`src/hdl/kpvb_ram.sv`:
```
`timescale 1ns / 1ps
// ----------------------------------------------------------------------------
// kpvb_ram
// Generic RAM, one write port, two registered read ports.
// ----------------------------------------------------------------------------
module kpvb_ram #(
   parameter int WIDTH = 8,
   parameter int DEPTH = 32
) (
   input  logic                     clock,
   input  logic                     wr_en,
   input  logic [$clog2(DEPTH)-1:0] wr_addr,
   input  logic [WIDTH-1:0]         wr_data,
   input  logic [$clog2(DEPTH)-1:0] rd_addr_a,
   output logic [WIDTH-1:0]         rd_data_a,
   input  logic [$clog2(DEPTH)-1:0] rd_addr_b,
   output logic [WIDTH-1:0]         rd_data_b
);

   logic [WIDTH-1:0] mem_ff [DEPTH];

   always_ff @(posedge clock) begin
      if (wr_en) begin
         mem_ff[wr_addr] <= wr_data;
      end
      rd_data_a <= mem_ff[rd_addr_a];
      rd_data_b <= mem_ff[rd_addr_b];
   end

endmodule

```
`config.mk`:
```
export PLATFORM = sky130hd
export DESIGN_NAME = kpvb_ram
export DESIGN_NICKNAME = d
export VERILOG_FILES = /design/src/hdl/kpvb_ram.sv
export SDC_FILE = /design/constraint.sdc
export NUM_CORES = 1
export LEC_CHECK = 0
export ABC_AREA = 1
export BUFFER_PORTS_ARGS = -buffer_cell sky130_fd_sc_hd__buf_2
export CAP_MARGIN = 30
export CORE_ASPECT_RATIO = 0.75
export CORE_UTILIZATION = 34
export CTS_CLUSTER_DIAMETER = 50
export CTS_CLUSTER_SIZE = 25
export DETAILED_ROUTE_END_ITERATION = 10
export GPL_ROUTABILITY_DRIVEN = 0
export MAX_ROUTING_LAYER = met4
export PLACE_DENSITY_LB_ADDON = 0.3
export SETUP_SLACK_MARGIN = 0.5
export SLEW_MARGIN = 20
export SYNTH_ARGS = -nofsm -noshare
export SYNTH_HDL_FRONTEND = slang
export SYNTH_SLANG_ARGS = --single-unit
```
`constraint.sdc`:
```
create_clock -name clock -period 1.48 [get_ports clock]
set_clock_uncertainty 0.15 [all_clocks]
set_input_delay 0.148 -clock clock [delete_from_list [all_inputs] [get_ports clock]]
set_output_delay 0.148 -clock clock [all_outputs]
set_load 0.02 [all_outputs]
```
# == Word level (Yosys, flattened, before mapping) ==
# Memory sizes are Yosys's and may differ from the RTL's. A register that Yosys moved wholly into a read port is not among the register bits.
# Index checks and enable logic that the tools add are counted.
# totals
n_memories,1
inputBits,25
ff_bits,0
ramBits,256
# op_classes
n_mux,2
# memory_table
name,depth,width,read_ports,rd_clocked_by_memory_dff,write_ports,line_no,source
mem_ff,32,8,2,2,1,20,logic [WIDTH-1:0] mem_ff [DEPTH];
# op_table
operator,n
$mux 1,2

# == Depth between registers and ports, before layout ==
# Gate-level depths: netlist of the first run.
# logic_depth
depth_word,2
mapped_depth,11
depth_no_buf,9

# == Worst setup path after synthesis of the first run ==
# No wires, ideal clock.
# synth_path
kind,in2reg
startpoint,input wr_addr[0]
endpoint,memory mem_ff[0][0] (enable)
n_path_buf,0
arrival_time_ns,0.812
stages,3
required_time_ns,0.960
path_slack_ns,0.148
cell_sequence,inv_1 nand3_1 nor2_1
# synth_lines
item,line_no,source
from (decl),12,"input logic [$clog2(DEPTH)-1:0] wr_addr,"
to (decl),20,
# Straight into the memory's write port.

# == Final worst setup path of the first run ==
# layout_path
startpoint,"register rd_data_b[5], read port of mem_ff"
endpoint,output rd_data_b[5]
# layout_lines
item,line_no,source
from (decl),17,output logic [WIDTH-1:0] rd_data_b
# No word-level cell between the ends.

==> metrics.cfg, run 1 <==
[status]
status=finished, violations left
violations=design-rule violations, negative hold slack

[routing]
ant_nets=0
drt_wl_total_um=46380
drc_errors=8
drtPass1Iterations=8
wl_per_cell_um=21.36
vias=11728
viasPerCell=5.402
drt_first_iter_violations=1536

[worst_hold_path]
hold_depth=3
hold_path_class=input pin to register

[synthesis]
avgSynthCellArea_sq_um=8.876
synth_top_cell_area_share_pct=56.27
syn_area_sq_mm=0.01366
yosys_warnings=0
synthCells=1539
synth_edf_count=256
yosysMostFrequentCell=nand2_1
ys_ff_latch=272
yosys.cell_types.count=12
dominantRegCellSynth=edfxtp_1
seq_area_frac_synth_pct=58.62
ys_async_sr_fraction_pct=0
synth.top_cells.by_count=720 x nand2_1, 396 x nand3_1, 256 x edfxtp_1
synth_top_area_cell=edfxtp_1
synth_fp_nets=1564
synth.area.top_cells=edfxtp_1 56%, nand2_1 20%, nand3_1 15%

[layout]
finalNonFillerCells=2171
postLayoutCoreUtil_pct=43.72
n_fill_cell=3726
layout-drive-gt1-share_pct=26.36
nets=1654
area_growth_syn_to_layout_pct=26.64

[timing]
fin_crit_ns=1.392
fin_crit_sh_pct=94.04
finalHoldViolCount=16
slew-limit-headroom_pct=45.34
tns_ns=0
maxClockFrequency_mhz=718.5
setup_violations=0
worstMarginPinSlew_ns=0.8199
slew_violations=0
grt_setup_unrepaired=yes
holdWs_ns=-0.08526

[worst_setup_path]
crit_slowest_cell=dfxtp_4
critPathKind=register to output pin
path_buf_inv=1
crit_path_start_kind=register
cp-end-kind=output pin
path_delay_family=flip-flops
cp.depth=1
crit_chain=buf_6
cp_max_fo=1
cpPeakStageDelay_ns=0.39
crit_required_ns=1.18
worstPathArrival_ns=1.09
ff2ff_path_depth=8

[placed_design]
numPlacedInstances=2109
dp_hpwl_um=30550
port_buffers=40

[global_route]
grt_pass1_vias=11291
grt_max_degree=46
grt.overflow.total=0
grt_antenna_before_repair=0
groute.usage.overall_pct=23.53
grt_pass1_wl_um=70240

[clock_network]
cts-root-buf=clkbuf_16
post_cts_buffers=0
cts_tree=built
cts-buffers-inserted=27
clk_latency_ns=0.58
clk_pin_slew_ns=0.08
h-tree-depth=1
cts_hold_buf=11
cts_max_path_buffers=3
cts_sinks=272

[die]
pin_count=41
start_util_pct=34.52
coreArea_sq_mm=0.03957
dieArea_sq_mm=0.04099
die_h_um=175.6
die-width_um=233.5
rows=63

[power_and_ir_drop]
power.density_mw_per_mm2=1067
power_leakage_nw=6.879
peakVddDrop_mv=0.7935

[flow_run]
maxCapViolations=0

through the flow:
stage          instance area, sq um  power (mW)  setup slack (ns)  hold WS (ns)
4_1_cts                       16830       18.38           0.09290      -0.09178
3_3_place_gp                  15320       10.97           -0.1948        0.3352
3_5_place_dp                  15320       10.98           -0.1868        0.3483
6_report                      17300       18.47           0.08827      -0.08526
5_1_grt                       17300       18.97           0.07828      -0.06840
2_1_floorplan                 14110       10.10            0.1480       0.09687
layout make-up:
class | instances | area (sq um) | share of cell area [%]
Sequential cell | 272 | 8045 | 46.50
Multi-Input combinational cell | 1148 | 5728 | 33.11
Timing Repair Buffer | 165 | 1824 | 10.54
Clock buffer | 29 | 704.4 | 4.072
Tap cell | 520 | 650.6 | 3.761
Clock inverter | 21 | 249.0 | 1.439
Inverter | 15 | 96.34 | 0.5569
Antenna cell | 1 | 2.502 | 0.01446
sequential cells by signal, indices dropped and copies added (netlist names):
signal / cells
rd_data_b: 8
mem_ff: 256
rd_data_a: 8
routing by layer:
metal	track usage [%]	vias up	wire length (um)
met1	33.60	5647	20380
met4	6.142	0	1242
met2	33.73	603	20140
met3	4.935	92	4627
met5	-	-	0
li1	-	5386	-
placed cells by master, fill, tap and decap left out, types with 5 or more instances in the layout:
| cell type | synthesis | final |
|---|---|---|
| dfxtp_4 | 0 | 7 |
| buf_2 | 27 | 21 |
| buf_6 | 42 | 16 |
| nor2_4 | 0 | 8 |
| clkinv_8 | 0 | 6 |
| inv_6 | 0 | 5 |
| inv_1 | 11 | 8 |
| buf_4 | 14 | 72 |
| dlygate4sd3_1 | 0 | 11 |
| dfxtp_2 | 0 | 9 |
| clkbuf_16 | 0 | 28 |
| buf_12 | 0 | 44 |
| edfxtp_1 | 256 | 256 |
| nand3_1 | 396 | 288 |
| nor2_1 | 32 | 24 |
| nand2_1 | 720 | 626 |
| nand3_4 | 0 | 7 |
| nand2_2 | 0 | 87 |
| nand3_2 | 0 | 101 |
| nand2_4 | 0 | 7 |
logic make-up (layout without fill, tap and decap cells):
kind of cell / count (synthesis) / after routing / share of synthesized area, %
AND/OR/NAND/NOR: 1148 / 1148 / 35.17
flip-flops: 272 / 272 / 58.62
other: 0 / 1 / 0
buffers and inverters: 119 / 230 / 6.210
power by group:
part	total, mW	switching (mW)	internal [mW]	leakage, nW
clock network	7.28	3.57	3.72	0.460
registers	8.66	0.108	8.55	2.45
logic	2.52	1.62	0.896	3.97
final timing paths:
| path | slack, ns | start | to |
|---|---|---|---|
| hold / removal | -0.09 | wr_addr[1] | mem_ff[31][3] |
| setup reg to reg | 0.17 | mem_ff[29][7] | rd_data_b[7] |
| hold reg to reg | 0.66 | mem_ff[8][2] | rd_data_a[2] |
| setup / recovery | 0.09 | rd_data_b[5] | rd_data_b[5] |
repair_timing:
| item | CTS | global route |
|---|---|---|
| gates resized for setup | 137 | 120 |
| pin swaps | 109 | 150 |
| endpoints found under the setup margin | 32 | 42 |
| hold endpoints to repair | 217 | 16 |
(Power assumes the default switching activity.)
==> run 2, diff against run 1 <==
--- a/config.mk
+++ b/config.mk
@@ -9,11 +9,12 @@
 export BUFFER_PORTS_ARGS = -buffer_cell sky130_fd_sc_hd__buf_2
 export CAP_MARGIN = 30
 export CORE_ASPECT_RATIO = 0.75
-export CORE_UTILIZATION = 34
+export CORE_UTILIZATION = 50
 export CTS_CLUSTER_DIAMETER = 50
 export CTS_CLUSTER_SIZE = 25
 export DETAILED_ROUTE_END_ITERATION = 10
 export GPL_ROUTABILITY_DRIVEN = 0
+export GPL_TIMING_DRIVEN = 1
 export MAX_ROUTING_LAYER = met4
 export PLACE_DENSITY_LB_ADDON = 0.3
 export SETUP_SLACK_MARGIN = 0.5
==> run 2 against run 1 <==
The run ends with design-rule violations left. Register-to-register slack got worse by 0.07 ns. Final area decreased by 0.92%. Sequential power about the same. Non-clock buffer count increased by 19. First-iteration DRC count increased by 19%. Sequential cell count unchanged. Maximum frequency rose by 0.35%.
==> metrics.cfg, run 2 (same netlist as run 1, synthesis figures left out) <==
[placed_design]
placed_area_sq_mm=0.01534  ; about the same
dp_hpwl_um=28860  ; -5.5%
dp_slack_ns=-0.1406  ; +0.04614 ns
port_buffers=40  ; unchanged
numPlacedInstances=1951  ; -7.5%

[clock_network]
cts_sinks=272  ; unchanged
clk_pin_slew_ns=0.10  ; +0.02 ns
cts_tree=built
cts-buffers-inserted=22  ; -19%
clk_latency_ns=0.55  ; -0.03 ns
cts_max_path_buffers=3  ; unchanged
cts-root-buf=clkbuf_16
post_cts_buffers=0  ; unchanged
h-tree-depth=1  ; unchanged

[worst_setup_path]
crit-reg2reg-launch=mem_ff[22][6]
crit_path_start_kind=register
regToRegEndpoint=rd_data_a[6]
path_delay_family=flip-flops
crit_path_end=rd_data_b[0]
crit_slowest_cell=dfxtp_4
cpPeakStageDelay_ns=0.41  ; +0.02 ns
reg2reg_slack_ns=0.10  ; -0.07 ns
ff2ff_path_depth=8  ; unchanged
crit_path_start=rd_data_b[0]
cp.depth=1  ; unchanged
cp_max_fo=1  ; unchanged
path_buf_inv=1  ; unchanged
critPathKind=register to output pin
crit_required_ns=1.18  ; about the same
crit_chain=buf_6
worstPathArrival_ns=1.09  ; about the same
cp-end-kind=output pin

[timing]
final.setup.worst_slack_ns=0.09316  ; +0.004889 ns
fin_crit_ns=1.387  ; -0.004889 ns
maxClockFrequency_mhz=721.1  ; +0.35%
worstMarginPinSlew_ns=0.6688  ; -0.1511 ns
finalHoldViolCount=0  ; -16
tns_ns=0  ; unchanged
holdWs_ns=0.01368  ; +0.09894 ns
fin_crit_sh_pct=93.71  ; -0.33 points
slew-limit-headroom_pct=55.36  ; +10 points
setup_violations=0  ; unchanged
grt_setup_unrepaired=yes
slew_violations=0  ; unchanged

[global_route]
grt.overflow.total=0  ; unchanged
groute.usage.overall_pct=32.56  ; +9.0 points
grt_antenna_before_repair=0  ; unchanged
grt_max_degree=59  ; +28%
grt_pass1_wl_um=66500  ; -5.3%
grt_pass1_vias=11108  ; -1.6%

[routing]
drt_first_iter_violations=1831  ; +19%
drtPass1Iterations=9  ; +1
viasPerCell=6.028  ; +12%
ant_nets=0  ; unchanged
vias=12074  ; +3.0%
drt_wl_total_um=44070  ; -5.0%
wl_per_cell_um=22.00  ; +3.0%
drc_errors=1  ; -7

[power_and_ir_drop]
intPower_mw=12.79  ; -2.9%
peakVddDrop_mv=1.620  ; +100%
power_leakage_nw=6.934  ; +0.80%
combPwrFrac_pct=14.5  ; +0.9 points
seqPwrFrac_pct=48.8  ; +1.9 points
clkPwrFrac_pct=36.7  ; -2.7 points
switching_share_pct=27.87  ; -0.81 points
netSwitchingPower_mw=4.944  ; -6.7%
power.density_mw_per_mm2=1035  ; -3.1%
finalPower_mw=17.74  ; -3.9%

[die]
pin_count=41  ; unchanged
die_h_um=145.1  ; -17%
die-width_um=192.9  ; -17%
coreArea_sq_mm=0.02642  ; -33%
rows=51  ; -19%
dieArea_sq_mm=0.02799  ; -32%
start_util_pct=51.71  ; +17 points

[layout]
finalNonFillerCells=2003  ; -7.7%
layout_commonest_cell=nand2_1
largest_reg_flops=256  ; unchanged
nets=1668  ; +0.85%
final_cell_mix=650 x nand2_1, 288 x nand3_1, 256 x edfxtp_1
layout-drive-gt1-share_pct=25.44  ; -0.93 points
antenna_cells=0  ; -1
n_fill_cell=2073  ; -44%
top_register=mem_ff
top_regs=mem_ff x256, rd_data_a x8, rd_data_b x8
area_growth_syn_to_layout_pct=25.48
postLayoutCoreUtil_pct=64.89  ; +21 points
final_area_sq_mm=0.01714  ; -0.92%

[flow_run]
maxCapViolations=0  ; unchanged

[status]
violations=design-rule violations
status=finished, violations left

[worst_hold_path]
hold_path_class=input pin to register

## run 2: area by class of cell
cell class	count	area [sq um]	area share [%]
Clock buffer	22	550.5	3.212
Multi-Input combinational cell	1148	5690	33.20
Clock inverter	18	262.8	1.533
Timing Repair Buffer	184	2073	12.09
Tap cell	344	430.4	2.511
Sequential cell	272	8038	46.89
Inverter	15	96.34	0.5620
## run 2: repair_timing
| action | CTS | global route |
|---|---|---|
| gates resized for setup | 133 | 101 |
| hold buffers | 12 | 0 |
| setup endpoints to repair | 32 | 61 |
| gates cloned | 0 | 0 |
| pin swaps | 112 | 87 |
| endpoints found under the hold margin | 254 | 0 |
## run 2: routing by layer
metal  global-route usage [%]  share of wire (%)  vias up
li1                         -                  -     5415
met3                    7.281                 14      134
met2                    46.63                 44      924
met1                    46.40                 39     5601
met5                        -                  0        -
met4                    8.976                3.3        0
## run 2: power by group through the flow
stage | clock (mW) | combinational, mW | sequential (mW)
after detailed placement | 0 | 2.21 | 8.80
after global placement | 0 | 2.17 | 8.80
after CTS | 6.54 | 2.40 | 8.65
after global routing | 6.81 | 2.72 | 8.66
final | 6.50 | 2.58 | 8.66
after floorplan | 0 | 1.27 | 8.83
## run 2: worst min path at each step
stage | start | to | slack (ns) | cells past startpoint
2_1_floorplan | wr_data[0] | mem_ff[0][0] | 0.1 | 0
3_3_place_gp | rd_addr_a[4] | rd_data_a[7] | 0.33 | 3
3_5_place_dp | rd_addr_a[4] | rd_data_a[7] | 0.34 | 3
4_1_cts | rd_addr_a[3] | rd_data_a[4] | 0.004 | 6
5_1_grt | wr_addr[1] | mem_ff[7][2] | 0.03 | 4
6_report | wr_addr[3] | mem_ff[3][4] | 0.01 | 4
