## config.mk

```make
export PLATFORM = sky130hd
export DESIGN_NAME = kpvb_alu
export DESIGN_NICKNAME = d
export VERILOG_FILES = /design/src/hdl/kpvb_pkg.sv /design/src/hdl/kpvb_alu.sv
export SDC_FILE = /design/constraint.sdc
export NUM_CORES = 2
export LEC_CHECK = 0
export BUFFER_PORTS_ARGS = -buffer_cell sky130_fd_sc_hd__buf_2
export CAP_MARGIN = 10
export CORE_ASPECT_RATIO = 0.7
export CORE_MARGIN = 1
export CORE_UTILIZATION = 45
export CTS_BUF_LIST = sky130_fd_sc_hd__clkbuf_4
export DETAILED_ROUTE_END_ITERATION = 8
export MAX_ROUTING_LAYER = met4
export PLACE_DENSITY_LB_ADDON = 0.1
export REMOVE_ABC_BUFFERS = 1
export SETUP_SLACK_MARGIN = 0.15
export SLEW_MARGIN = 20
export SYNTH_ARGS = -nofsm -noshare
export SYNTH_HDL_FRONTEND = slang
export SYNTH_SLANG_ARGS = --single-unit
```

## constraint.sdc

```tcl
create_clock -name clock -period 13.1 [get_ports clock]
set_input_delay 0 -clock clock [delete_from_list [all_inputs] [get_ports clock]]
set_output_delay 0 -clock clock [all_outputs]
set_load 0.05 [all_outputs]
```

## src/hdl/kpvb_pkg.sv

```systemverilog
`timescale 1ns / 1ps
// ----------------------------------------------------------------------------
// kpvb_pkg
// Shared types, constants, saturation helpers and the micro-program ROM of
// the position / velocity / bias Kalman filter.
// ----------------------------------------------------------------------------
package kpvb_pkg;

   localparam int WORD_BITS = 48;
   localparam int FRAC_BITS = 32;
   localparam int UFIELD_BITS = WORD_BITS - 1;
   localparam int HALF_BITS = WORD_BITS / 2;
   localparam int NUM_BITS = WORD_BITS + FRAC_BITS;
   localparam int SAT_BITS = 2 * WORD_BITS + 1;
   localparam int CNT_BITS = $clog2(NUM_BITS + 1);

   localparam int REQ_DATA_BITS = ((3 * WORD_BITS + 2 * UFIELD_BITS + 7) / 8) * 8;
   localparam int RSP_DATA_BITS = ((3 * WORD_BITS + 7) / 8) * 8;
   localparam int KIND_BITS = 2;

   localparam logic [KIND_BITS-1:0] KIND_PREDICT = 2'd0;
   localparam logic [KIND_BITS-1:0] KIND_UPD_POS = 2'd1;
   localparam logic [KIND_BITS-1:0] KIND_UPD_VEL = 2'd2;
   localparam logic [KIND_BITS-1:0] KIND_RESET = 2'd3;

   localparam logic CSR_ACCEL_SD = 1'b0;
   localparam logic CSR_BIAS_SD = 1'b1;

   localparam logic [WORD_BITS-1:0] VMAX = {1'b0, {(WORD_BITS-1){1'b1}}};
   localparam logic [WORD_BITS-1:0] VMIN = {1'b1, {(WORD_BITS-1){1'b0}}};

   // rounded fixed-point constants, never below one LSB
   localparam logic [63:0] K035_RAW = (64'd35 * (64'd1 << FRAC_BITS) + 64'd50) / 64'd100;
   localparam logic [63:0] K005_RAW = (64'd5 * (64'd1 << FRAC_BITS) + 64'd50) / 64'd100;
   localparam logic [63:0] KRMIN_RAW =
      ((64'd1 << FRAC_BITS) + 64'd50000000) / 64'd100000000;
   localparam logic [63:0] KSMIN_RAW =
      ((64'd1 << FRAC_BITS) + 64'd500000000000) / 64'd1000000000000;
   localparam logic [WORD_BITS-1:0] C035 = WORD_BITS'((K035_RAW == 0) ? 64'd1 : K035_RAW);
   localparam logic [WORD_BITS-1:0] C005 = WORD_BITS'((K005_RAW == 0) ? 64'd1 : K005_RAW);
   localparam logic [WORD_BITS-1:0] CRMIN = WORD_BITS'((KRMIN_RAW == 0) ? 64'd1 : KRMIN_RAW);
   localparam logic [WORD_BITS-1:0] CSMIN = WORD_BITS'((KSMIN_RAW == 0) ? 64'd1 : KSMIN_RAW);
   localparam logic [WORD_BITS-1:0] ACC_SD_RESET = WORD_BITS'(64'd1 << FRAC_BITS);
   localparam logic [WORD_BITS-1:0] BIAS_SD_RESET =
      WORD_BITS'(((64'd1 << FRAC_BITS) + 64'd50) / 64'd100);

   typedef enum logic [3:0] {
      OP_END, OP_ADD, OP_SUB, OP_MUL, OP_DIV, OP_SHR, OP_HSUM, OP_MAX, OP_SKLE, OP_SKLT
   } op_type;

   typedef struct packed {
      op_type     op;
      logic [4:0] dst;
      logic [5:0] a;
      logic [5:0] b;
   } uop_type;

   typedef struct packed {
      logic                 start;
      op_type               op;
      logic [WORD_BITS-1:0] a;
      logic [WORD_BITS-1:0] b;
   } alu_req_type;

   typedef struct packed {
      logic                 done;
      logic                 cond;
      logic [WORD_BITS-1:0] res;
   } alu_rsp_type;

   // scratch RAM map
   localparam int A_P0 = 0;
   localparam int A_POS = 9;
   localparam int A_VEL = 10;
   localparam int A_BIAS = 11;
   localparam int T_CA = 12;
   localparam int T_DT2 = 13;
   localparam int T_H = 14;
   localparam int T_X = 15;
   localparam int T_Y = 16;
   localparam int T_A0 = 17;
   localparam int T_QA = 23;
   localparam int T_QB = 24;
   localparam int T_R = 12;
   localparam int T_S = 13;
   localparam int T_IN = 14;
   localparam int T_K0 = 15;
   localparam int T_KX = 18;
   localparam int T_N0 = 19;
   localparam int RAM_DEPTH = 32;

   // operand codes outside the RAM
   localparam int S_ZERO = 32;
   localparam int S_VAL = 33;
   localparam int S_INITV = 34;
   localparam int S_DT = 35;
   localparam int S_VAR = 36;
   localparam int S_WT = 37;
   localparam int S_C035 = 38;
   localparam int S_C005 = 39;
   localparam int S_RMIN = 40;
   localparam int S_SMIN = 41;
   localparam int S_ASD = 42;
   localparam int S_BSD = 43;

   localparam int ROM_DEPTH = 256;
   localparam int PC_BITS = $clog2(ROM_DEPTH);
   localparam logic [PC_BITS-1:0] PRED_BASE = 8'd0;
   localparam logic [PC_BITS-1:0] UPD_POS_BASE = 8'd64;
   localparam logic [PC_BITS-1:0] UPD_VEL_BASE = 8'd128;
   localparam logic [PC_BITS-1:0] RESET_BASE = 8'd192;

   typedef uop_type [ROM_DEPTH-1:0] rom_type;

   function automatic uop_type mk(op_type op, int d, int a, int b);
      uop_type u;
      u.op = op;
      u.dst = 5'(d);
      u.a = 6'(a);
      u.b = 6'(b);
      return u;
   endfunction

   function automatic rom_type build_rom();
      rom_type r;
      int n;
      int c;
      int k;
      int i;
      r = '0;
      // predict
      n = int'(PRED_BASE);
      r[n] = mk(OP_SUB, T_CA, S_VAL, A_BIAS); n++;
      r[n] = mk(OP_MUL, T_DT2, S_DT, S_DT); n++;
      r[n] = mk(OP_SHR, T_H, T_DT2, S_ZERO); n++;
      r[n] = mk(OP_MUL, T_X, A_VEL, S_DT); n++;
      r[n] = mk(OP_MUL, T_Y, T_CA, T_H); n++;
      r[n] = mk(OP_ADD, T_X, T_X, T_Y); n++;
      r[n] = mk(OP_ADD, A_POS, A_POS, T_X); n++;
      r[n] = mk(OP_MUL, T_X, T_CA, S_DT); n++;
      r[n] = mk(OP_ADD, A_VEL, A_VEL, T_X); n++;
      for (c = 0; c < 3; c++) begin
         r[n] = mk(OP_MUL, T_X, S_DT, 3 + c); n++;
         r[n] = mk(OP_ADD, T_X, c, T_X); n++;
         r[n] = mk(OP_MUL, T_Y, T_H, 6 + c); n++;
         r[n] = mk(OP_SUB, T_A0 + c, T_X, T_Y); n++;
         r[n] = mk(OP_MUL, T_Y, S_DT, 6 + c); n++;
         r[n] = mk(OP_SUB, T_A0 + 3 + c, 3 + c, T_Y); n++;
      end
      for (k = 0; k < 3; k++) begin
         // row k of A P, bottom row is P itself
         r[n] = mk(OP_MUL, T_X, S_DT, (k == 2) ? 7 : T_A0 + 3 * k + 1); n++;
         r[n] = mk(OP_ADD, T_X, (k == 2) ? 6 : T_A0 + 3 * k, T_X); n++;
         r[n] = mk(OP_MUL, T_Y, T_H, (k == 2) ? 8 : T_A0 + 3 * k + 2); n++;
         r[n] = mk(OP_SUB, 3 * k, T_X, T_Y); n++;
         r[n] = mk(OP_MUL, T_Y, S_DT, (k == 2) ? 8 : T_A0 + 3 * k + 2); n++;
         r[n] = mk(OP_SUB, 3 * k + 1, (k == 2) ? 7 : T_A0 + 3 * k + 1, T_Y); n++;
         if (k != 2) begin
            r[n] = mk(OP_ADD, 3 * k + 2, T_A0 + 3 * k + 2, S_ZERO); n++;
         end
      end
      r[n] = mk(OP_MUL, T_QA, S_ASD, S_ASD); n++;
      r[n] = mk(OP_MUL, T_X, T_DT2, T_DT2); n++;
      r[n] = mk(OP_SHR, T_X, T_X, S_ZERO); n++;
      r[n] = mk(OP_SHR, T_X, T_X, S_ZERO); n++;
      r[n] = mk(OP_MUL, T_X, T_X, T_QA); n++;
      r[n] = mk(OP_ADD, 0, 0, T_X); n++;
      r[n] = mk(OP_MUL, T_X, T_DT2, T_QA); n++;
      r[n] = mk(OP_ADD, 4, 4, T_X); n++;
      r[n] = mk(OP_MUL, T_QB, S_BSD, S_BSD); n++;
      r[n] = mk(OP_MUL, T_X, S_DT, T_QB); n++;
      r[n] = mk(OP_ADD, 8, 8, T_X); n++;
      r[n] = mk(OP_END, 0, S_ZERO, S_ZERO);
      // scalar updates, position then velocity
      for (i = 0; i < 2; i++) begin
         n = (i == 0) ? int'(UPD_POS_BASE) : int'(UPD_VEL_BASE);
         r[n] = mk(OP_SKLE, 0, S_WT, S_ZERO); n++;
         r[n] = mk(OP_DIV, T_R, S_VAR, S_WT); n++;
         r[n] = mk(OP_MAX, T_R, T_R, S_RMIN); n++;
         r[n] = mk(OP_ADD, T_S, 4 * i, T_R); n++;
         r[n] = mk(OP_SKLT, 0, T_S, S_SMIN); n++;
         r[n] = mk(OP_SUB, T_IN, S_VAL, A_POS + i); n++;
         for (k = 0; k < 3; k++) begin
            r[n] = mk(OP_DIV, T_K0 + k, 3 * k + i, T_S); n++;
         end
         for (k = 0; k < 3; k++) begin
            r[n] = mk(OP_MUL, T_KX, T_K0 + k, T_IN); n++;
            r[n] = mk(OP_ADD, A_POS + k, A_POS + k, T_KX); n++;
         end
         for (k = 0; k < 3; k++) begin
            for (c = 0; c < 3; c++) begin
               r[n] = mk(OP_MUL, T_KX, T_K0 + k, 3 * i + c); n++;
               r[n] = mk(OP_SUB, T_N0 + 3 * k + c, 3 * k + c, T_KX); n++;
            end
         end
         for (k = 0; k < 3; k++) begin
            for (c = 0; c < 3; c++) begin
               r[n] = mk(OP_HSUM, 3 * k + c, T_N0 + 3 * k + c, T_N0 + 3 * c + k); n++;
            end
         end
         r[n] = mk(OP_END, 0, S_ZERO, S_ZERO);
      end
      // state load
      n = int'(RESET_BASE);
      r[n] = mk(OP_ADD, A_POS, S_VAL, S_ZERO); n++;
      r[n] = mk(OP_ADD, A_VEL, S_INITV, S_ZERO); n++;
      r[n] = mk(OP_ADD, A_BIAS, S_ZERO, S_ZERO); n++;
      for (k = 0; k < 9; k++) begin
         r[n] = mk(OP_ADD, k, (k == 0 || k == 4) ? S_C035 : ((k == 8) ? S_C005 : S_ZERO),
                   S_ZERO);
         n++;
      end
      r[n] = mk(OP_END, 0, S_ZERO, S_ZERO);
      return r;
   endfunction

   localparam rom_type ROM = build_rom();

   function automatic logic [WORD_BITS-1:0] mag_of(logic [WORD_BITS-1:0] a);
      return a[WORD_BITS-1] ? (~a + 1'b1) : a;
   endfunction

   function automatic logic [WORD_BITS-1:0] sat_mag(logic neg, logic [SAT_BITS-1:0] mag);
      logic [SAT_BITS-1:0] lim;
      logic [WORD_BITS-1:0] m;
      lim = neg ? SAT_BITS'(VMIN) : SAT_BITS'(VMAX);
      m = mag[WORD_BITS-1:0];
      if (mag > lim)
         return neg ? VMIN : VMAX;
      return neg ? (~m + 1'b1) : m;
   endfunction

   function automatic logic [WORD_BITS-1:0] sat_wide(logic [WORD_BITS:0] s);
      if (s[WORD_BITS] != s[WORD_BITS-1])
         return s[WORD_BITS] ? VMIN : VMAX;
      return s[WORD_BITS-1:0];
   endfunction

endpackage

```

## src/hdl/kpvb_alu.sv

```systemverilog
`timescale 1ns / 1ps
// ----------------------------------------------------------------------------
// kpvb_alu
// Shared saturating arithmetic unit: add, subtract, compare, shift, a
// half-width multiplier over four partial products, bit-serial divider.
// ----------------------------------------------------------------------------
module kpvb_alu (
   input  logic                     clock,
   input  logic                     reset,
   input  kpvb_pkg::alu_req_type    req,
   output kpvb_pkg::alu_rsp_type    rsp
);

   localparam int W = kpvb_pkg::WORD_BITS;
   localparam int F = kpvb_pkg::FRAC_BITS;
   localparam int H = kpvb_pkg::HALF_BITS;
   localparam int N = kpvb_pkg::NUM_BITS;
   localparam int CB = kpvb_pkg::CNT_BITS;
   localparam int SB = kpvb_pkg::SAT_BITS;

   logic                  run_ff, run_in;
   kpvb_pkg::op_type      op_ff, op_in;
   logic [W-1:0]          a_ff, a_in, b_ff, b_in;
   logic [W-1:0]          ma_ff, ma_in, mb_ff, mb_in;
   logic                  neg_ff, neg_in;
   logic [CB-1:0]         cnt_ff, cnt_in, last_ff, last_in;
   logic [W-1:0]          pp_ff, pp_in;
   logic [1:0]            psel_ff, psel_in;
   logic [2*W-1:0]        acc_ff, acc_in;
   logic [W-1:0]          rem_ff, rem_in;
   logic [N-1:0]          num_ff, num_in, q_ff, q_in;

   logic                  done;
   logic [H-1:0]          part_a, part_b;
   logic [2*W-1:0]        pp_shift, mul_rnd;
   logic [W:0]            rem2, sum_ab, dif_ab;
   logic                  ge;
   logic                  rnd_up;

   always_comb begin
      part_a = cnt_ff[0] ? ma_ff[W-1:H] : ma_ff[H-1:0];
      part_b = cnt_ff[1] ? mb_ff[W-1:H] : mb_ff[H-1:0];
      case (psel_ff)
         2'd0: pp_shift = {{W{1'b0}}, pp_ff};
         2'd1: pp_shift = {{W{1'b0}}, pp_ff} << H;
         2'd2: pp_shift = {{W{1'b0}}, pp_ff} << W;
         default: pp_shift = '0;
      endcase
      rem2 = {rem_ff, num_ff[N-1]};
      ge = rem2 >= {1'b0, mb_ff};
      sum_ab = {a_ff[W-1], a_ff} + {b_ff[W-1], b_ff};
      dif_ab = {a_ff[W-1], a_ff} - {b_ff[W-1], b_ff};
      mul_rnd = acc_ff + ((2*W)'(1) << (F - 1));
      rnd_up = rem_ff >= (mb_ff - rem_ff);
      done = run_ff && (cnt_ff == last_ff);
   end

   always_comb begin
      run_in = run_ff;
      op_in = op_ff;
      a_in = a_ff;
      b_in = b_ff;
      ma_in = ma_ff;
      mb_in = mb_ff;
      neg_in = neg_ff;
      cnt_in = cnt_ff;
      last_in = last_ff;
      pp_in = pp_ff;
      psel_in = psel_ff;
      acc_in = acc_ff;
      rem_in = rem_ff;
      num_in = num_ff;
      q_in = q_ff;
      if (req.start) begin
         run_in = 1'b1;
         op_in = req.op;
         a_in = req.a;
         b_in = req.b;
         ma_in = kpvb_pkg::mag_of(req.a);
         mb_in = kpvb_pkg::mag_of(req.b);
         neg_in = req.a[W-1] ^ req.b[W-1];
         cnt_in = '0;
         case (req.op)
            kpvb_pkg::OP_MUL: last_in = CB'(5);
            kpvb_pkg::OP_DIV: last_in = CB'(N);
            default:          last_in = '0;
         endcase
         acc_in = '0;
         rem_in = '0;
         num_in = {kpvb_pkg::mag_of(req.a), {F{1'b0}}};
         q_in = '0;
      end else if (done) begin
         run_in = 1'b0;
      end else if (run_ff) begin
         cnt_in = cnt_ff + 1'b1;
         if (op_ff == kpvb_pkg::OP_MUL) begin
            if (cnt_ff < CB'(4)) begin
               pp_in = W'(part_a) * W'(part_b);
               psel_in = 2'(cnt_ff[0]) + 2'(cnt_ff[1]);
            end
            if (cnt_ff != '0) begin
               acc_in = acc_ff + pp_shift;
            end
         end else begin
            rem_in = ge ? W'(rem2 - {1'b0, mb_ff}) : W'(rem2);
            q_in = {q_ff[N-2:0], ge};
            num_in = {num_ff[N-2:0], 1'b0};
         end
      end
   end

   always_comb begin
      rsp.done = done;
      rsp.cond = 1'b0;
      case (op_ff)
         kpvb_pkg::OP_ADD:  rsp.res = kpvb_pkg::sat_wide(sum_ab);
         kpvb_pkg::OP_SUB:  rsp.res = kpvb_pkg::sat_wide(dif_ab);
         kpvb_pkg::OP_MUL:  rsp.res = kpvb_pkg::sat_mag(neg_ff, SB'(mul_rnd[2*W-1:F]));
         kpvb_pkg::OP_DIV:  rsp.res = kpvb_pkg::sat_mag(neg_ff,
                                         SB'({1'b0, q_ff} + (N+1)'(rnd_up)));
         kpvb_pkg::OP_SHR:  rsp.res = {a_ff[W-1], a_ff[W-1:1]};
         kpvb_pkg::OP_HSUM: rsp.res = sum_ab[W:1];
         kpvb_pkg::OP_MAX:  rsp.res = ($signed(a_ff) > $signed(b_ff)) ? a_ff : b_ff;
         kpvb_pkg::OP_SKLE: begin
            rsp.res = a_ff;
            rsp.cond = $signed(a_ff) <= $signed(b_ff);
         end
         kpvb_pkg::OP_SKLT: begin
            rsp.res = a_ff;
            rsp.cond = $signed(a_ff) < $signed(b_ff);
         end
         default:           rsp.res = '0;
      endcase
   end

   always_ff @(posedge clock) begin
      if (reset) begin
         run_ff <= 1'b0;
         cnt_ff <= '0;
         last_ff <= '0;
         op_ff <= kpvb_pkg::OP_END;
      end else begin
         run_ff <= run_in;
         cnt_ff <= cnt_in;
         last_ff <= last_in;
         op_ff <= op_in;
      end
      a_ff <= a_in;
      b_ff <= b_in;
      ma_ff <= ma_in;
      mb_ff <= mb_in;
      neg_ff <= neg_in;
      pp_ff <= pp_in;
      psel_ff <= psel_in;
      acc_ff <= acc_in;
      rem_ff <= rem_in;
      num_ff <= num_in;
      q_ff <= q_in;
   end

endmodule

```

# Word-level counts from Yosys, hierarchy flattened

Cells that the tools add are included.

Add/subtract/negate cells: 13
Multiply operators: 1
Order comparisons: 8
Equality and inequality tests: 18
Multiplexer cells: 38
Bitwise operators: 8
Reductions and logical operators: 12

Operator list:

| operator                                                               | number |
|---|---|
| 48-bit two-way mux                                                     | 17 |
| 48-bit case mux with 8 select lines                                    | 1 |
| 80-bit two-way mux                                                     | 4 |
| 96-bit case mux with 3 select lines                                    | 1 |
| 48-bit by 1-bit adder with 48-bit output (second input constant)       | 4 |
| 48-bit inverter                                                        | 4 |
| 64-bit by 97-bit > comparator with 1-bit output                        | 1 |
| 96-bit by 32-bit adder with 96-bit output (second input constant)      | 1 |
| 96-bit adder                                                           | 1 |
| 48-bit subtractor                                                      | 2 |
| 80-bit by 1-bit adder with 81-bit output                               | 1 |
| 81-bit by 48-bit > comparator with 1-bit output                        | 1 |
| 48-bit by 48-bit adder with 49-bit output                              | 1 |
| 49-bit by 48-bit greater-or-equal comparator with 1-bit output         | 1 |
| 48-bit by 48-bit subtractor with 49-bit output                         | 1 |
| 48-bit greater-or-equal comparator                                     | 1 |
| 48-bit > comparator                                                    | 1 |
| 48-bit less-or-equal comparator                                        | 1 |
| 48-bit < comparator                                                    | 1 |
| 24-bit by 24-bit multiplier with 48-bit output                         | 1 |
| 24-bit two-way mux                                                     | 2 |
| 47-bit two-way mux                                                     | 1 |
| 4-bit by 3-bit equality test with 1-bit output (second input constant) | 5 |
| 7-bit case mux with 2 select lines                                     | 1 |
| other kinds (24)                                                       | 43 |

Bits in registers: 534
Input port bits: 103
Word-level logic and storage cells: 114

# Logic depth before layout (Yosys ltp)

Depth in word-level cells: 8
Depth in mapped cells: 54
Gate-level depth less buffers: 49

# Worst setup path before layout

Ideal clock, no wire load.

Path type: reg2out
From: register b_ff[0]
To: output rsp[42] in the netlist's numbering
Arrival time: 9.508 ns
Required time: 13.100 ns
Slack: 3.592 ns
Stages on the path, launching flop included: 51
Path buffers: 5
Cells stage by stage: edfxtp_1 > inv_1 > ha_1 > inv_1 > fa_1 > a211oi_1 > o21ai_0 > a41oi_1 > a31oi_1 > a21oi_1 > o22ai_1 > o41ai_1 > o21ai_0 > o21ai_0 > nand2b_1 > xnor2_1 > ha_1 > nor2b_1 > [... 15 more ...] > xnor2_1 > inv_1 > ha_1 > nand4_1 > nor4_1 > nand2_1 > or3_1 > nor4b_1 > a2111oi_0 > and4_1 > buf_4 > buf_2 > buf_2 > a21oi_1 > a21oi_1 > nand2_1 > nor4_1 > o2111ai_1

RTL lines:

| what                   | line            | text |
|---|---|---|
| from (decl)            | kpvb_alu.sv:23  | `logic [W-1:0] a_ff, a_in, b_ff, b_in;` |
| from (signal assigned) | kpvb_alu.sv:149 | `b_ff <= b_in;` |
| to (decl)              | kpvb_alu.sv:11  | `output kpvb_pkg::alu_rsp_type rsp` |

==> summary.log <==
[clocking] clock-pin transition on the worst setup and hold timing paths 70 ps
[finish] final instance area 76,300 sq um
[flow_run] Max Cap Violations 0
[global_routing] via count of the first global-routing pass 62,100
[drt] Total Routed Length 277 mm
[place] Cell Area, Placed 71,400 sq um
[setup_path] most used cell, CP sky130_fd_sc_hd__nand4_1
[clocking] CTS sink cnt 527
[clocking] number of buffers added by the clock tree synthesis step 150
[yosys] Synth Cell Area 68,900 sq um
[outcome] result of the run finished clean
[sta] worst hold slack after final layout 122 ps
[die] number of rows created at floorplan 119
[sta] setup repair after global routing missed its margin yes
[setup_path] critical setup path kind register to primary output
[place] IO buf count 152
[yosys] Netlist cell types 100
[worst_hold_path] startpoint of the worst hold path req[8]
[die] effective utilization at floorplan 0.456
[sta] final period demand of the worst path 12,160 ps
[sta] maximum clock frequency 82.3 MHz
[yosys] Post-synth EDFFs 289
[finish] fraction of layout cells with a size suffix above 1 0.0799
[die] die height 329 um
[clocking] worst skew pair latency 1220 ps
[setup_path] Worst Path Buf+Inv 8
[setup_path] CP Capture Type primary output
[sta] Final Hold Fails 0
[drt] number of DRC markers after the initial detailed-route iteration 7,734
[yosys] proportion of synthesized chip area in sequential cells 0.195
[sta] total negative slack 0 ps
[clocking] CTS tree yes
[sta] Worst-Margin Slew 1210 ps
[die] overall die area 155,000 sq um
[yosys] predominant post-synthesis flop cell sky130_fd_sc_hd__edfxtp_1
[setup_path] kind of cell adding the most delay to the critical path compound AO/OA/AOI/OAI gates
[place] dpl hpwl 212 mm
[die] Die Wd 470 um
[yosys] synth warn 0
[sta] tightest slew margin relative to the limit 0.175
[setup_path] Slowest Stage Delay on Critical Path 450 ps
[worst_hold_path] worst hold path type input pin to register
[global_routing] global-route wire length before repair 408 mm
[global_routing] total routing usage reported by global routing 0.362
[drt] routed wire length per instance 25.3 um
[clocking] maximum clock path buffer count 3
[global_routing] aggregate global routing overflow 0
[yosys] Mapped Avg Cell Area 8.01 sq um
[place] weighted congestion reported at the end of routability-driven placement 1.02
[sta] least setup slack across all paths after layout 942 ps
[finish] net count of the finished layout 10,000
[setup_path] RR Startpoint cnt_ff[1]
[yosys] synthesized netlist cell count 8,595
[die] total I/O pin count 153
[sta] number of failing setup endpoints in the final timing report 0
[drt] number of detailed-routing iterations run before antenna repair 6
[setup_path] CP Launch Type register
[setup_path] Slowest-stage cell, CP sky130_fd_sc_hd__edfxtp_1
[setup_path] maximum fanout count along the critical path 9
[place] post-placement worst setup slack 910 ps
[yosys] share of synthesized registers carrying an async set or reset 0
[drt] detailed-route vias per instance 6.06
[die] area of the core region 151,000 sq um
[drt] DRC violation count after routing 0
[sta] worst clock skew 132 ps
[clocking] root buffer cell sky130_fd_sc_hd__clkbuf_4
[global_routing] maximum number of pins on one net before global-route repair 166
[sta] final cycle utilization of the critical path 0.928
[finish] Area Overhead vs Synth 10.8%
[setup_path] start point of the critical path b_ff[0]
[global_routing] initial antenna violation count 23
[clocking] depth of the CTS H-tree 4
[setup_path] Worst Path Arrival 12,160 ps
[setup_path] Worst Path Required 13,100 ps
[drt] vias post-DR 66,400
[sta] max-slew violation count 0
[drt] Routed Antenna Nets 0
[yosys] post-synthesis register bit count 527
[tightest hold or removal path, cell delays in order]
cell and delay (ps):
sky130_fd_sc_hd__dlygate4sd3_1 510, sky130_fd_sc_hd__buf_2 140, sky130_fd_sc_hd__or4_4 130, sky130_fd_sc_hd__o21ai_0 110, sky130_fd_sc_hd__xnor2_1 170
[cell families (layout without fill, tap and decap cells)]
group	after synthesis	in the layout	share of synthesized area
AOI/OAI and AO/OA	2069	2069	0.191
xor gates and xnor gates	517	517	0.0658
adders and majority gates	1100	1100	0.253
buffers and inverters	1310	1652	0.0727
DFF	527	527	0.195
muxes	175	175	0.0263
other	0	20	0
and+or+nand+nor	2897	2897	0.196
[per-stage QoR]
stage | util | instances
detailed placement | 0.473 | 10400
global placement | 0.473 | 10400
global route | 0.505 | 10900
floorplan | - | 8149
CTS | 0.503 | 10900
finish | 0.505 | 11000
[per-layer routing]
metal	vias to the layer above	track usage	wire length (um)
li1	30500	-	-
met1	32300	0.524	129000
met2	3163	0.495	111000
met3	447	0.0732	27100
met4	0	0.122	9730
met5	-	-	0
[final cells by class]
class / instances / area (sq um)
fillers: 14800 / 74800
multi-input cells: 6758 / 50900
flip-flops and latches: 527 / 13400
repair buffers: 513 / 4180
inverters: 864 / 3250
well taps: 1996 / 2500
clock buffers: 217 / 1630
clock inverters: 57 / 385
diodes: 20 / 50.0
repair inverters: 1 / 5.00
[sequential cells by signal, summed over array words and instances, names as in the netlist]
| signal | count |
|---|---|
| op_ff | 4 |
| mb_ff | 47 |
| acc_ff | 96 |
| num_ff | 48 |
| b_ff | 48 |
| q_ff | 80 |
| pp_ff | 48 |
| ma_ff | 47 |
| rem_ff | 48 |
| cnt_ff | 7 |
| last_ff | 2 |
| psel_ff | 2 |
| a_ff | 48 |
| neg_ff | 1 |
| run_ff | 1 |
[layout by cell type (no fill, tap or decap), types with 35 or more instances in the layout]
cell,n
sky130_fd_sc_hd__nand2b_1,61
sky130_fd_sc_hd__ha_1,611
sky130_fd_sc_hd__a311oi_1,42
sky130_fd_sc_hd__inv_1,856
sky130_fd_sc_hd__and2_1,96
sky130_fd_sc_hd__xor2_1,148
sky130_fd_sc_hd__a31oi_1,58
sky130_fd_sc_hd__or4_1,42
sky130_fd_sc_hd__clkinv_1,35
sky130_fd_sc_hd__nand3_1,189
sky130_fd_sc_hd__nor2_1,736
sky130_fd_sc_hd__mux2_2,45
sky130_fd_sc_hd__o21ai_0,439
sky130_fd_sc_hd__o21bai_1,70
sky130_fd_sc_hd__nor3_1,163
sky130_fd_sc_hd__xnor2_1,358
sky130_fd_sc_hd__dlygate4sd3_1,250
sky130_fd_sc_hd__a21o_1,215
sky130_fd_sc_hd__buf_4,107
sky130_fd_sc_hd__o21a_1,50
sky130_fd_sc_hd__nand2_1,1062
sky130_fd_sc_hd__or3_1,63
sky130_fd_sc_hd__dfxtp_1,236
sky130_fd_sc_hd__a211oi_1,63
sky130_fd_sc_hd__nand4_1,157
sky130_fd_sc_hd__nor2b_1,57
sky130_fd_sc_hd__nor4_1,63
sky130_fd_sc_hd__a22o_1,39
sky130_fd_sc_hd__or2_2,35
sky130_fd_sc_hd__fa_1,487
sky130_fd_sc_hd__o211ai_1,48
sky130_fd_sc_hd__buf_2,150
sky130_fd_sc_hd__and3_1,58
sky130_fd_sc_hd__mux2i_1,118
sky130_fd_sc_hd__clkbuf_4,217
sky130_fd_sc_hd__o31ai_1,56
sky130_fd_sc_hd__edfxtp_1,289
sky130_fd_sc_hd__a21oi_1,671
[repair_timing]
| action | in CTS | in global routing |
|---|---|---|
| resized for setup | 7 | 34 |
| endpoints found under the setup margin | 45 | 48 |
| endpoints found under the hold margin | 502 | 0 |
| setup buffers | 0 | 8 |
| gates cloned | 0 | 1 |
| hold buffers | 251 | 0 |
| pin swaps | 0 | 7 |
[cells in the mapped netlist (168+ instances only)]
cell type | number | share of area
sky130_fd_sc_hd__inv_1 | 858 | 0.047
sky130_fd_sc_hd__nor3_1 | 168 | 0.012
sky130_fd_sc_hd__fa_1 | 487 | 0.14
sky130_fd_sc_hd__nand2_1 | 1064 | 0.058
sky130_fd_sc_hd__dfxtp_1 | 238 | 0.069
sky130_fd_sc_hd__xnor2_1 | 364 | 0.046
sky130_fd_sc_hd__a21o_1 | 215 | 0.023
sky130_fd_sc_hd__o21ai_0 | 447 | 0.032
sky130_fd_sc_hd__clkbuf_1 | 361 | 0.020
sky130_fd_sc_hd__a21oi_1 | 672 | 0.049
sky130_fd_sc_hd__nand3_1 | 191 | 0.014
sky130_fd_sc_hd__nor2_1 | 739 | 0.040
sky130_fd_sc_hd__ha_1 | 613 | 0.11
sky130_fd_sc_hd__edfxtp_1 | 289 | 0.13
[path summary, 6_finish.rpt]
kind         slack [ps]    endpoint  cells past startpoint
max reg2reg        3310   pp_ff[46]                     26
max                 940     rsp[29]                     42
min                 120   mb_ff[10]                      5
min reg2reg         460  num_ff[58]                      2
Power is not shown: default switching activity piles up to over one toggle a cycle in this logic, so the estimate is an artifact.
